--- config.mk ---
export PLATFORM = sky130hd
export DESIGN_NAME = periodic_task_tick_scheduler
export DESIGN_NICKNAME = d
export VERILOG_FILES = /design/src/hw/rtl/ptts_pkg.sv /design/src/hw/rtl/ptts_table.sv /design/src/hw/rtl/ptts_slot_upd.sv /design/src/hw/rtl/periodic_task_tick_scheduler.sv
export SDC_FILE = /design/constraint.sdc
export NUM_CORES = 2
export LEC_CHECK = 0
export BUFFER_PORTS_ARGS = -buffer_cell sky130_fd_sc_hd__buf_2
export CAP_MARGIN = 20
export CORE_ASPECT_RATIO = 0.8
export CORE_UTILIZATION = 56
export DETAILED_ROUTE_END_ITERATION = 8
export GPL_ROUTABILITY_DRIVEN = 0
export PLACE_DENSITY = 0.71
export SYNTH_ARGS = -nofsm -noshare
export SYNTH_HDL_FRONTEND = slang
export SYNTH_SLANG_ARGS = --single-unit
--- constraint.sdc ---
create_clock -name clk_i -period 12.1 [get_ports clk_i]
set_input_delay 2.42 -clock clk_i [delete_from_list [all_inputs] [get_ports clk_i]]
set_output_delay 2.42 -clock clk_i [all_outputs]
set_load 0.02 [all_outputs]
--- src/hw/rtl/ptts_pkg.sv ---
// ----------------------------------------------------------------------------
// ptts_pkg
// Types and constants shared by the periodic task tick scheduler.
// ----------------------------------------------------------------------------
package ptts_pkg;

  typedef enum logic [1:0] {
    OpTick     = 2'd0,
    OpAdd      = 2'd1,
    OpDelete   = 2'd2,
    OpDispatch = 2'd3
  } op_e;

  typedef enum logic [2:0] {
    StAdded    = 3'd0,
    StFull     = 3'd1,
    StDeleted  = 3'd2,
    StNotFound = 3'd3,
    StTickDone = 3'd4,
    StRun      = 3'd5,
    StNothing  = 3'd6
  } status_e;

  typedef enum logic [2:0] {
    SIdle = 3'd0,
    SAdd  = 3'd1,
    SDel  = 3'd2,
    SRead = 3'd3,
    SProc = 3'd4,
    SDone = 3'd5
  } state_e;

  typedef struct packed {
    op_e         op;
    logic [15:0] task_tag;
    logic [31:0] initial_delay;
    logic [31:0] repeat_period;
    logic [4:0]  target_id;
  } in_word_t;

  typedef struct packed {
    status_e     status;
    logic [4:0]  task_id;
    logic [15:0] run_tag;
    logic        last;
  } res_word_t;

  typedef struct packed {
    logic [15:0] tag;
    logic [31:0] delay;
    logic [31:0] period;
    logic [7:0]  pending;
  } entry_t;

  // slot update decision
  typedef struct packed {
    logic wr;
    logic clr;
    logic due;
  } upd_t;

  localparam int unsigned MaxResults = 16;
  localparam int unsigned ResCntW    = 5;
  localparam logic [7:0]  PendMax    = 8'd255;

endpackage

--- src/hw/rtl/ptts_table.sv ---
// ----------------------------------------------------------------------------
// ptts_table
// Task slot memory with registered read, plus per-slot valid flags.
// ----------------------------------------------------------------------------
module ptts_table #(
  parameter int unsigned TASK_SLOTS = 16,
  parameter int unsigned IdxW       = 4
) (
  input  logic                   clk_i,
  input  logic                   rst_ni,
  input  logic                   wr_en_i,
  input  logic [IdxW-1:0]        wr_idx_i,
  input  ptts_pkg::entry_t       wr_data_i,
  input  logic [IdxW-1:0]        rd_idx_i,
  output ptts_pkg::entry_t       rd_data_o,
  input  logic                   vld_set_i,
  input  logic                   vld_clr_i,
  input  logic [IdxW-1:0]        vld_idx_i,
  output logic [TASK_SLOTS-1:0]  valid_o
);

  ptts_pkg::entry_t      mem_q [TASK_SLOTS];
  ptts_pkg::entry_t      rd_data_q;
  logic [TASK_SLOTS-1:0] valid_q;

  always_ff @(posedge clk_i) begin
    if (wr_en_i) begin
      mem_q[wr_idx_i] <= wr_data_i;
    end
    rd_data_q <= mem_q[rd_idx_i];
  end

  always_ff @(posedge clk_i or negedge rst_ni) begin
    if (!rst_ni) begin
      valid_q <= '0;
    end else if (vld_set_i) begin
      valid_q[vld_idx_i] <= 1'b1;
    end else if (vld_clr_i) begin
      valid_q[vld_idx_i] <= 1'b0;
    end
  end

  assign rd_data_o = rd_data_q;
  assign valid_o   = valid_q;

endmodule

--- src/hw/rtl/ptts_slot_upd.sv ---
// ----------------------------------------------------------------------------
// ptts_slot_upd
// Shared slot update unit: countdown/reload on tick, run check on dispatch.
// ----------------------------------------------------------------------------
module ptts_slot_upd (
  input  ptts_pkg::op_e    op_i,
  input  logic             valid_i,
  input  ptts_pkg::entry_t ent_i,
  output ptts_pkg::entry_t ent_o,
  output ptts_pkg::upd_t   upd_o
);

  always_comb begin
    ent_o = ent_i;
    upd_o = '0;
    if (valid_i) begin
      case (op_i)
        ptts_pkg::OpTick: begin
          upd_o.wr = 1'b1;
          if (ent_i.delay != 32'd0) begin
            ent_o.delay = ent_i.delay - 32'd1;
          end else begin
            ent_o.delay = ent_i.period;
            if (ent_i.pending != ptts_pkg::PendMax) begin
              ent_o.pending = ent_i.pending + 8'd1;
            end
          end
        end
        ptts_pkg::OpDispatch: begin
          if (ent_i.pending != 8'd0) begin
            upd_o.due     = 1'b1;
            upd_o.wr      = 1'b1;
            upd_o.clr     = (ent_i.period == 32'd0);
            ent_o.pending = ent_i.pending - 8'd1;
          end
        end
        default: ;
      endcase
    end
  end

endmodule

--- src/hw/rtl/periodic_task_tick_scheduler.sv ---
// ----------------------------------------------------------------------------
// periodic_task_tick_scheduler
// Cooperative task table: add, delete, tick and dispatch of periodic tasks.
// ----------------------------------------------------------------------------
// A command word on cmd_i is taken at a rising edge with start high and busy
// low; busy falls in the cycle the last result word is on result_o. Result
// words appear on result_o for one cycle each, flagged by result_valid_o,
// and the last word of a command carries last = 1. The receiver cannot stall.
// Delete gives one word; add scans the valid flags from slot 0 for the first
// free slot; tick walks every slot; dispatch walks the slots and stops early
// once 16 runs are found. A new command can be taken in the cycle the last
// word is on result_o. Tick and dispatch walk the slots one at a time through
// the slot memory, reading each slot in state SRead and updating it in SProc.
// Run words of a dispatch come out as due slots are found, one behind, so the
// final one can be flagged last. Reset empties the table at once by clearing
// the valid flags; the block is idle and ready as soon as reset is released.
// ----------------------------------------------------------------------------
module periodic_task_tick_scheduler #(
  parameter int unsigned TASK_SLOTS = 16
) (
  input  logic                clk_i,
  input  logic                rst_ni,
  input  logic                start,
  output logic                busy,
  input  ptts_pkg::in_word_t  cmd_i,
  output logic                result_valid_o,
  output ptts_pkg::res_word_t result_o
);

  localparam int unsigned    IdxW    = (TASK_SLOTS > 1) ? $clog2(TASK_SLOTS) : 1;
  localparam logic [IdxW-1:0] LastIdx = IdxW'(TASK_SLOTS - 1);

  ptts_pkg::state_e    state_q, state_d;
  ptts_pkg::in_word_t  cmd_q;
  logic [IdxW-1:0]     idx_q, idx_d;
  logic [ptts_pkg::ResCntW-1:0] cnt_q, cnt_d;
  logic                hold_vld_q, hold_vld_d;
  logic [4:0]          hold_id_q, hold_id_d;
  logic [15:0]         hold_tag_q, hold_tag_d;
  logic                res_vld_q, res_vld_d;
  ptts_pkg::res_word_t res_q, res_d;

  logic                  wr_en;
  ptts_pkg::entry_t      wr_data;
  ptts_pkg::entry_t      rd_data;
  ptts_pkg::entry_t      ent_new;
  ptts_pkg::upd_t        upd;
  logic                  vld_set, vld_clr;
  logic [IdxW-1:0]       vld_idx;
  logic [TASK_SLOTS-1:0] valid;

  logic [31:0]     id_wide, del_wide;
  logic [4:0]      slot_id;
  logic [IdxW-1:0] del_idx;
  logic            del_hit;
  logic            accept;

  assign accept   = start && (state_q == ptts_pkg::SIdle);
  assign id_wide  = 32'(idx_q) + 32'd1;
  assign slot_id  = id_wide[4:0];
  assign del_wide = 32'(cmd_q.target_id) - 32'd1;
  assign del_idx  = del_wide[IdxW-1:0];
  assign del_hit  = (cmd_q.target_id != 5'd0) && (32'(cmd_q.target_id) <= TASK_SLOTS)
                    && valid[del_idx];

  ptts_table #(
    .TASK_SLOTS(TASK_SLOTS),
    .IdxW      (IdxW)
  ) u_table (
    .clk_i    (clk_i),
    .rst_ni   (rst_ni),
    .wr_en_i  (wr_en),
    .wr_idx_i (idx_q),
    .wr_data_i(wr_data),
    .rd_idx_i (idx_q),
    .rd_data_o(rd_data),
    .vld_set_i(vld_set),
    .vld_clr_i(vld_clr),
    .vld_idx_i(vld_idx),
    .valid_o  (valid)
  );

  ptts_slot_upd u_upd (
    .op_i   (cmd_q.op),
    .valid_i(valid[idx_q]),
    .ent_i  (rd_data),
    .ent_o  (ent_new),
    .upd_o  (upd)
  );

  // next state
  always_comb begin
    state_d = state_q;
    idx_d   = idx_q;
    unique case (state_q)
      ptts_pkg::SIdle: begin
        idx_d = '0;
        if (start) begin
          unique case (cmd_i.op)
            ptts_pkg::OpAdd:    state_d = ptts_pkg::SAdd;
            ptts_pkg::OpDelete: state_d = ptts_pkg::SDel;
            default:            state_d = ptts_pkg::SRead;
          endcase
        end
      end
      ptts_pkg::SAdd: begin
        if (!valid[idx_q] || idx_q == LastIdx) begin
          state_d = ptts_pkg::SIdle;
        end else begin
          idx_d = idx_q + 1'b1;
        end
      end
      ptts_pkg::SDel: state_d = ptts_pkg::SIdle;
      ptts_pkg::SRead: state_d = ptts_pkg::SProc;
      ptts_pkg::SProc: begin
        if (idx_q == LastIdx ||
            (upd.due && cnt_q == ptts_pkg::ResCntW'(ptts_pkg::MaxResults - 1))) begin
          state_d = ptts_pkg::SDone;
        end else begin
          state_d = ptts_pkg::SRead;
          idx_d   = idx_q + 1'b1;
        end
      end
      ptts_pkg::SDone: state_d = ptts_pkg::SIdle;
      default: state_d = ptts_pkg::SIdle;
    endcase
  end

  // outputs and datapath
  always_comb begin
    wr_en      = 1'b0;
    wr_data    = ent_new;
    vld_set    = 1'b0;
    vld_clr    = 1'b0;
    vld_idx    = idx_q;
    cnt_d      = cnt_q;
    hold_vld_d = hold_vld_q;
    hold_id_d  = hold_id_q;
    hold_tag_d = hold_tag_q;
    res_vld_d  = 1'b0;
    res_d      = '0;
    unique case (state_q)
      ptts_pkg::SIdle: begin
        if (accept) begin
          cnt_d      = '0;
          hold_vld_d = 1'b0;
        end
      end
      ptts_pkg::SAdd: begin
        if (!valid[idx_q]) begin
          wr_en           = 1'b1;
          wr_data.tag     = cmd_q.task_tag;
          wr_data.delay   = cmd_q.initial_delay;
          wr_data.period  = cmd_q.repeat_period;
          wr_data.pending = 8'd0;
          vld_set         = 1'b1;
          res_vld_d       = 1'b1;
          res_d.status    = ptts_pkg::StAdded;
          res_d.task_id   = slot_id;
          res_d.last      = 1'b1;
        end else if (idx_q == LastIdx) begin
          res_vld_d    = 1'b1;
          res_d.status = ptts_pkg::StFull;
          res_d.last   = 1'b1;
        end
      end
      ptts_pkg::SDel: begin
        vld_idx      = del_idx;
        vld_clr      = del_hit;
        res_vld_d    = 1'b1;
        res_d.status = del_hit ? ptts_pkg::StDeleted : ptts_pkg::StNotFound;
        res_d.last   = 1'b1;
      end
      ptts_pkg::SRead: ;
      ptts_pkg::SProc: begin
        wr_en   = upd.wr;
        vld_clr = upd.clr;
        if (upd.due) begin
          if (hold_vld_q) begin
            res_vld_d     = 1'b1;
            res_d.status  = ptts_pkg::StRun;
            res_d.task_id = hold_id_q;
            res_d.run_tag = hold_tag_q;
          end
          hold_vld_d = 1'b1;
          hold_id_d  = slot_id;
          hold_tag_d = rd_data.tag;
          cnt_d      = cnt_q + 1'b1;
        end
      end
      ptts_pkg::SDone: begin
        res_vld_d  = 1'b1;
        res_d.last = 1'b1;
        if (cmd_q.op == ptts_pkg::OpTick) begin
          res_d.status = ptts_pkg::StTickDone;
        end else if (hold_vld_q) begin
          res_d.status  = ptts_pkg::StRun;
          res_d.task_id = hold_id_q;
          res_d.run_tag = hold_tag_q;
        end else begin
          res_d.status = ptts_pkg::StNothing;
        end
      end
      default: ;
    endcase
  end

  always_ff @(posedge clk_i or negedge rst_ni) begin
    if (!rst_ni) begin
      state_q    <= ptts_pkg::SIdle;
      idx_q      <= '0;
      cnt_q      <= '0;
      hold_vld_q <= 1'b0;
      res_vld_q  <= 1'b0;
    end else begin
      state_q    <= state_d;
      idx_q      <= idx_d;
      cnt_q      <= cnt_d;
      hold_vld_q <= hold_vld_d;
      res_vld_q  <= res_vld_d;
    end
  end

  always_ff @(posedge clk_i) begin
    if (accept) begin
      cmd_q <= cmd_i;
    end
    hold_id_q  <= hold_id_d;
    hold_tag_q <= hold_tag_d;
    res_q      <= res_d;
  end

  assign busy           = (state_q != ptts_pkg::SIdle);
  assign result_valid_o = res_vld_q;
  assign result_o       = res_q;

  a_busy_after_start: assert property (@(posedge clk_i) disable iff (!rst_ni)
    start && !busy |=> busy)
    else $error("busy not raised after command");

  a_last_frees: assert property (@(posedge clk_i) disable iff (!rst_ni)
    result_valid_o && result_o.last |-> !busy)
    else $error("still busy after last word");

  a_only_runs_chain: assert property (@(posedge clk_i) disable iff (!rst_ni)
    result_valid_o && !result_o.last |-> result_o.status == ptts_pkg::StRun)
    else $error("non-run word without last");

  a_run_bound: assert property (@(posedge clk_i) disable iff (!rst_ni)
    cnt_q <= ptts_pkg::ResCntW'(ptts_pkg::MaxResults))
    else $error("too many run words");

endmodule
After elaboration in Yosys (flattened, before gate mapping)
Memories as Yosys holds them, arrays and structs flattened. A register that Yosys moved wholly into a read port is not among the register bits. Cells that the tools add are included.

Bits of input ports: 90. Logic and storage cells: 135. Memories kept: 1. Bits in writable memories: 1408. Bits in registers: 163. Output and inout bits: 27.

Bitwise logic cells: 3. Equality and inequality tests: 17. Reductions and logical operators: 23. Order comparisons: 5. $add $sub $neg: 7. Muxes and demuxes: 62.

Memories: u_table.mem_q (words 16, bits a word 88, read ports 1, clocked after Yosys merged registers in 1, wr ports 1, line ptts_table.sv:22) `ptts_pkg::entry_t mem_q [TASK_SLOTS];`.

Operator list (count): $mux 88 (2); $mux 32 (3); $mux 24 (2); $mux 21 (2); $logic_not 32->1 (1); $mux 16 (2); $mux 8 (4); $pmux 16 s2 (1); $reduce_bool 32->1 (1); $sub 32x1->32 const B (1); $pmux 3 s4 (2); $mux 3 (6); $and 16x16->16 (1); $not 16->16 (1); $or 16x16->16 (1); $pmux 8 s2 (1); $lt 4x5->1 const B (3); $mux 1 (15); $mux 5 (3); $pmux 5 s3 (1); $mux 4 (3); $ne 2x2->1 const B (6); $pmux 4 s3 (1); $pmux 1 s2 (5); 34 further kinds (49).

Depth between registers and ports, before layout
Depth after elaboration: 10. Gate-level depth with buffers: 12. Depth with buffers taken out: 9.

Hierarchy
A second synthesis with hierarchy kept.

Cells, all modules: 3088. Area total of the unflattened synthesis: 63510.9 sq um.

Modules (own cells, without submodules): ptts_table (seq. area each 44442.6 sq um, cells an instance 2316, instances 1, area each 55076.6 sq um); periodic_task_tick_scheduler (seq. area each 4093.9 sq um, cells an instance 413, instances 1, area each 6248.5 sq um); ptts_slot_upd (seq. area each 0.0 sq um, cells an instance 359, instances 1, area each 2185.8 sq um).

Worst setup path after synthesis
Ideal clock, no wire load.

Kind: flip-flop to flip-flop. Start point: reg idx_q[1]. End point: mem u_table.mem_q[0][0] (netlist name) (enable). Path slack: 0.183 ns. Required time: 11.319 ns. Arrival: 11.136 ns. Library setup time: 0.781 ns. Period minus slack after synthesis: 11.917 ns. Buffers on the path: 3. Cell stages (with the launch flop): 11. Cell sequence: dfrtp_1 > buf_2 > buf_6 > mux2_4 > a2bb2oi_1 > and3_4 > or2_2 > buf_2 > nor3_2 > a31oi_2 > nor4b_1.

Word-level cells in the longest chain between the ends: 6. Elaborated cells between the ends (all ways): 7. Those cells by class: mux: 7.

RTL lines: from (decl) (line periodic_task_tick_scheduler.sv:35) `logic [IdxW-1:0] idx_q, idx_d;`; from (signal assigned) (line periodic_task_tick_scheduler.sv:217) `idx_q <= idx_d;`; $bmux 1 s4 (line periodic_task_tick_scheduler.sv:85, periodic_task_tick_scheduler.sv:150); $mux 1 (implied by the code) (line periodic_task_tick_scheduler.sv:85, periodic_task_tick_scheduler.sv:150); $mux 3 or $mux 1 (tied branches) (line ptts_slot_upd.sv:16, periodic_task_tick_scheduler.sv:150); $pmux 1 s2 (line periodic_task_tick_scheduler.sv:142) `unique case (state_q)`; $mux 1 (line ptts_table.sv:27) `if (wr_en_i) begin`; $mux 1 (implied by the code) (line ptts_table.sv:28) `mem_q[wr_idx_i] <= wr_data_i;`; to (decl) (line ptts_table.sv:22).

Parallel ways exist; a longest one is shown, timed or not. The select of a mux whose other input is x is not followed.

Worst setup path after layout
Start point: reg idx_q[0]. End point: mem u_table.mem_q[1][43] (netlist name) (enable).

Same word-level chain as after synthesis.

==> impl_summary.txt <==
----------------------------------------------------
[CTS]
  Post-cts sizing count ... 0
  Post-CTS setup buffer count ... 0
  Post-CTS clock slew at the launch and capture registers of the worst setup and hold paths ... about 0.06 ns
  Clock sink total ... 1659
  Hold_buf cts ... 0
  Source-to-sink clock delay at the later pin of the worst-skew pair ... 0.78 ns
  Buffer type at the clock tree root ... sky130_fd_sc_hd__clkbuf_16
  H-tree levels ... 4
  TritonCTS clock tree ... built
  Max Root-Sink Buffers ... 3
  Number of buffers created by CTS ... 156

[Global route]
  Number of global-route vias before repair ... 31570
  Busiest metal layer after global routing ... met2
  Global Route Usage Sum ... 25.66%
  GR met2 Demand/Resource ... 40.74%
  Met1 GRT Util ... roughly 37%
  Global-route wire length before repair ... 210600 µm
  GR Util met3 ... about 4.6%
  Antenna violations before repair ... 5
  Global route total overflow ... 0
  Maximum number of pins on one net before global-route repair ... 86

[Placed design]
  Post-Place Setup Slack ... 6.282 ns
  Half-perimeter wire length of the detailed placement result ... 76760 µm
  IO buf count ... 116

[Route]
  TritonRoute pass-1 iters ... 6
  Wire length per cell after detailed routing ... 29.82 µm
  Final wirelength ... 143700 µm
  First-iteration detailed-routing DRC count ... 3674
  Post-DR vias/cell ... between 6 and 7
  Vias after detailed routing ... 31064
  Count of unresolved DRC violations after routing ... 0
  Number of nets still failing antenna checks after routing ... 0

[Logic synthesis]
  Post-Syn Instances ... 2968
  Share of the synthesized area in the top cell type ... between 70% and 80%
  Cell taking the most area after synthesis ... sky130_fd_sc_hd__edfxtp_1
  Proportion of register bits with asynchronous set or reset after synthesis ... 1.808%
  Distinct cells, synth ... 78
  Yosys synthesis warning count ... 0
  Register bit total from synthesis ... around 1700
  Most used DFF post-synth ... sky130_fd_sc_hd__edfxtp_1
  Number of enable flip-flop cells after synthesis ... 1516
  Leading post-synthesis cells by cell area ... sky130_fd_sc_hd__edfxtp_1, sky130_fd_sc_hd__mux4_2, sky130_fd_sc_hd__dfxtp_1
  Mean instance size in the synthesized netlist ... 21.30 µm²
  Net count of the mapped netlist ... 3071
  Part of the Yosys area used for sequential elements ... roughly three quarters
  Post-synthesis cell area ... between 60000 and 70000 µm²
  Most used standard cells in the synthesized netlist ... sky130_fd_sc_hd__edfxtp_1, sky130_fd_sc_hd__mux4_2, sky130_fd_sc_hd__nand2_1
  Leading cell type by number of instances after synthesis ... sky130_fd_sc_hd__edfxtp_1

[Timing]
  Number of endpoints failing setup at the final stage ... 0
  F_max ... roughly 170 MHz
  Rel. slew slack ... between 20% and 30%
  Setup WS post-layout ... 6.238 ns
  Period Utilization, post-route ... 48.45%
  Unrepaired setup endpoints after global routing ... no
  Transition at the pin with the smallest max-transition slack ... 1.147 ns
  Skew final ... 0.02197 ns
  Sum Neg Setup Slack ... 0 ns
  Count of final hold-check violations ... 0
  Tmin final ... ~5.9 ns
  Number of slew-limit violations in the final report ... 0

[Critical path]
  CP startpoint kind ... flop
  Crit path arrival time ... 6.24 ns
  Terminus of the critical flop-to-flop path ... u_table.mem_q[1][43]
  Data required, critical path ... 12.48 ns
  Critical path class ... reg2reg
  Capturing element type of the critical path ... flop
  Count of cells along the worst register-to-register path ... 10
  Slack of the worst reg-to-reg path ... 6.24 ns
  R2R Path Start ... idx_q[0]
  Largest driver fanout on the critical path ... 52

[Power and ir drop]
  Leakage component of the power ... 22.57 nW
  Largest voltage drop on the vdd net ... 0.1597 mV
  Ratio of total power to cell area ... 246.9 nW/µm²
  Total Power Consumption ... 0.01754 W

[Flow run]
  Max-capacitance violation count ... 0

[Hold path]
  Worst min path class ... reg2reg
  Number of cells on the worst hold path ... 0
  Hold-critical path endpoint ... hold_tag_q[7]
  Hold path startpoint ... u_table.rd_data_o[79]

[Final layout]
  Final net count ... 3286
  Share of cells above drive strength 1 ... 28.30%
  Synthesis-to-finish area growth ... 12.36%
  Number of inserted filler cells in the final layout ... 7168

[Floorplan]
  Horiz. Die Dim ... 377.7 µm
  Number of rows created at floorplan ... 109
  Chip height ... roughly 300 µm
  # IOs ... 117
  Core outline area ... 111200 µm²
  Floorplan die area ... 114300 µm²
  Starting density of the core ... 56.89%

[Status]
  Run status ... finished, final reports clean

----------------------------------------------------
## stage by stage
| step | std cells | hold WS (ns) | util (%) | area [µm²] |
|---|---|---|---|---|
| final | 4817 | 0.4364 | 63.92 | 71050 |
| after global routing | 4816 | 0.4440 | 63.92 | 71050 |
| after CTS | 4804 | 0.4364 | 63.82 | 70930 |
| after detailed placement | 4511 | 0.4237 | 59.23 | 65840 |
| after global placement | 4507 | 0.4210 | 59.19 | 65790 |
| after floorplan | 2968 | 0.4081 | - | 63230 |
## routing by layer
layer  part of all wire (%)  wire length (µm)
met1                     40             57780
met2                     49             69890
met3                    8.8             12630
met4                    2.3              3347
met5                 0.0049                 7
## state kept, by name (all words and copies together), names as in the netlist, named ones only
register / cells
hold_tag_q: 16
idx_q: 4
result_o: 25
cnt_q: 5
hold_id_q: 5
cmd_q: 87
u_table.mem_q: 1408
u_table.rd_data_o: 88
state_q: 3
hold_vld_q: 1
result_valid_o: 1
## critical path, cell delays in order, from the launching register on
cell	delay, ns
sky130_fd_sc_hd__dfrtp_4	0.98
sky130_fd_sc_hd__inv_2	0.19
sky130_fd_sc_hd__mux4_2	0.44
sky130_fd_sc_hd__nor2_1	0.10
sky130_fd_sc_hd__or2_2	0.41
sky130_fd_sc_hd__nor3_4	0.53
sky130_fd_sc_hd__a31oi_2	0.09
sky130_fd_sc_hd__buf_4	0.26
sky130_fd_sc_hd__nor4b_2	0.82
sky130_fd_sc_hd__buf_4	0.63
sky130_fd_sc_hd__buf_4	0.91
## kinds of logic (layout without fill, tap and decap cells)
group / after synthesis / in the layout / share of synthesized area [%]
buffers and inverters: 183 / 533 / 1.140
muxes: 477 / 477 / 16.40
AOI/OAI and AO/OA: 197 / 197 / 2.012
and+or+nand+nor: 418 / 418 / 3.134
DFF: 1659 / 1659 / 76.76
xor gates and xnor gates: 21 / 21 / 0.2909
other: 0 / 1 / 0
adders and majority gates: 13 / 13 / 0.2572
## power by group
group | internal, W | switching [W]
logic | 0.00148 | 0.00262
clock network | 0.00274 | 0.00209
registers | 0.00815 | 0.000464
total | 0.0124 | 0.00517
## how the worst max path moves through the flow
| stage | cells after the start | to | startpoint | slack [ns] |
|---|---|---|---|---|
| floorplan | 10 | u_table.mem_q[0][0] | idx_q[1] | 0.18 |
| global placement | 10 | u_table.mem_q[1][44] | idx_q[0] | 6.42 |
| detailed placement | 10 | u_table.mem_q[1][44] | idx_q[0] | 6.28 |
| CTS | 10 | u_table.mem_q[1][43] | idx_q[0] | 6.14 |
| global route | 10 | u_table.mem_q[1][12] | idx_q[0] | 5.80 |
| finish | 10 | u_table.mem_q[1][43] | idx_q[0] | 6.24 |
## cell usage in the layout (no fill, tap or decap), types with 16 or more instances in the layout
master	count
sky130_fd_sc_hd__a31oi_1	16
sky130_fd_sc_hd__inv_1	29
sky130_fd_sc_hd__clkinv_1	26
sky130_fd_sc_hd__o21ai_0	40
sky130_fd_sc_hd__dfrtp_1	26
sky130_fd_sc_hd__mux4_2	445
sky130_fd_sc_hd__nand2_1	193
sky130_fd_sc_hd__o211ai_1	18
sky130_fd_sc_hd__clkbuf_1	40
sky130_fd_sc_hd__and2_1	18
sky130_fd_sc_hd__nor4_1	17
sky130_fd_sc_hd__clkbuf_8	19
sky130_fd_sc_hd__o22ai_1	25
sky130_fd_sc_hd__edfxtp_1	1516
sky130_fd_sc_hd__clkinv_2	22
sky130_fd_sc_hd__nand3_1	31
sky130_fd_sc_hd__buf_2	120
sky130_fd_sc_hd__dfxtp_1	113
sky130_fd_sc_hd__clkbuf_16	159
sky130_fd_sc_hd__buf_4	85
sky130_fd_sc_hd__nor3_1	27
sky130_fd_sc_hd__nor2_1	67
sky130_fd_sc_hd__a21oi_1	45
## final cells by class
cell class                 instances  area [µm²]  share of cell area [%]
clock inverter                    75       706.9                  0.9950
tap                             1498        1874                   2.638
multi-input combinational       1126       14090                   19.83
clock buffer                     218        4390                   6.180
sequential                      1659       48550                   68.34
antenna                            1       2.502                0.003522
inverter                          32       122.6                  0.1726
timing repair buffer             208        1314                   1.849
Power figures use the tool's default switching activity.
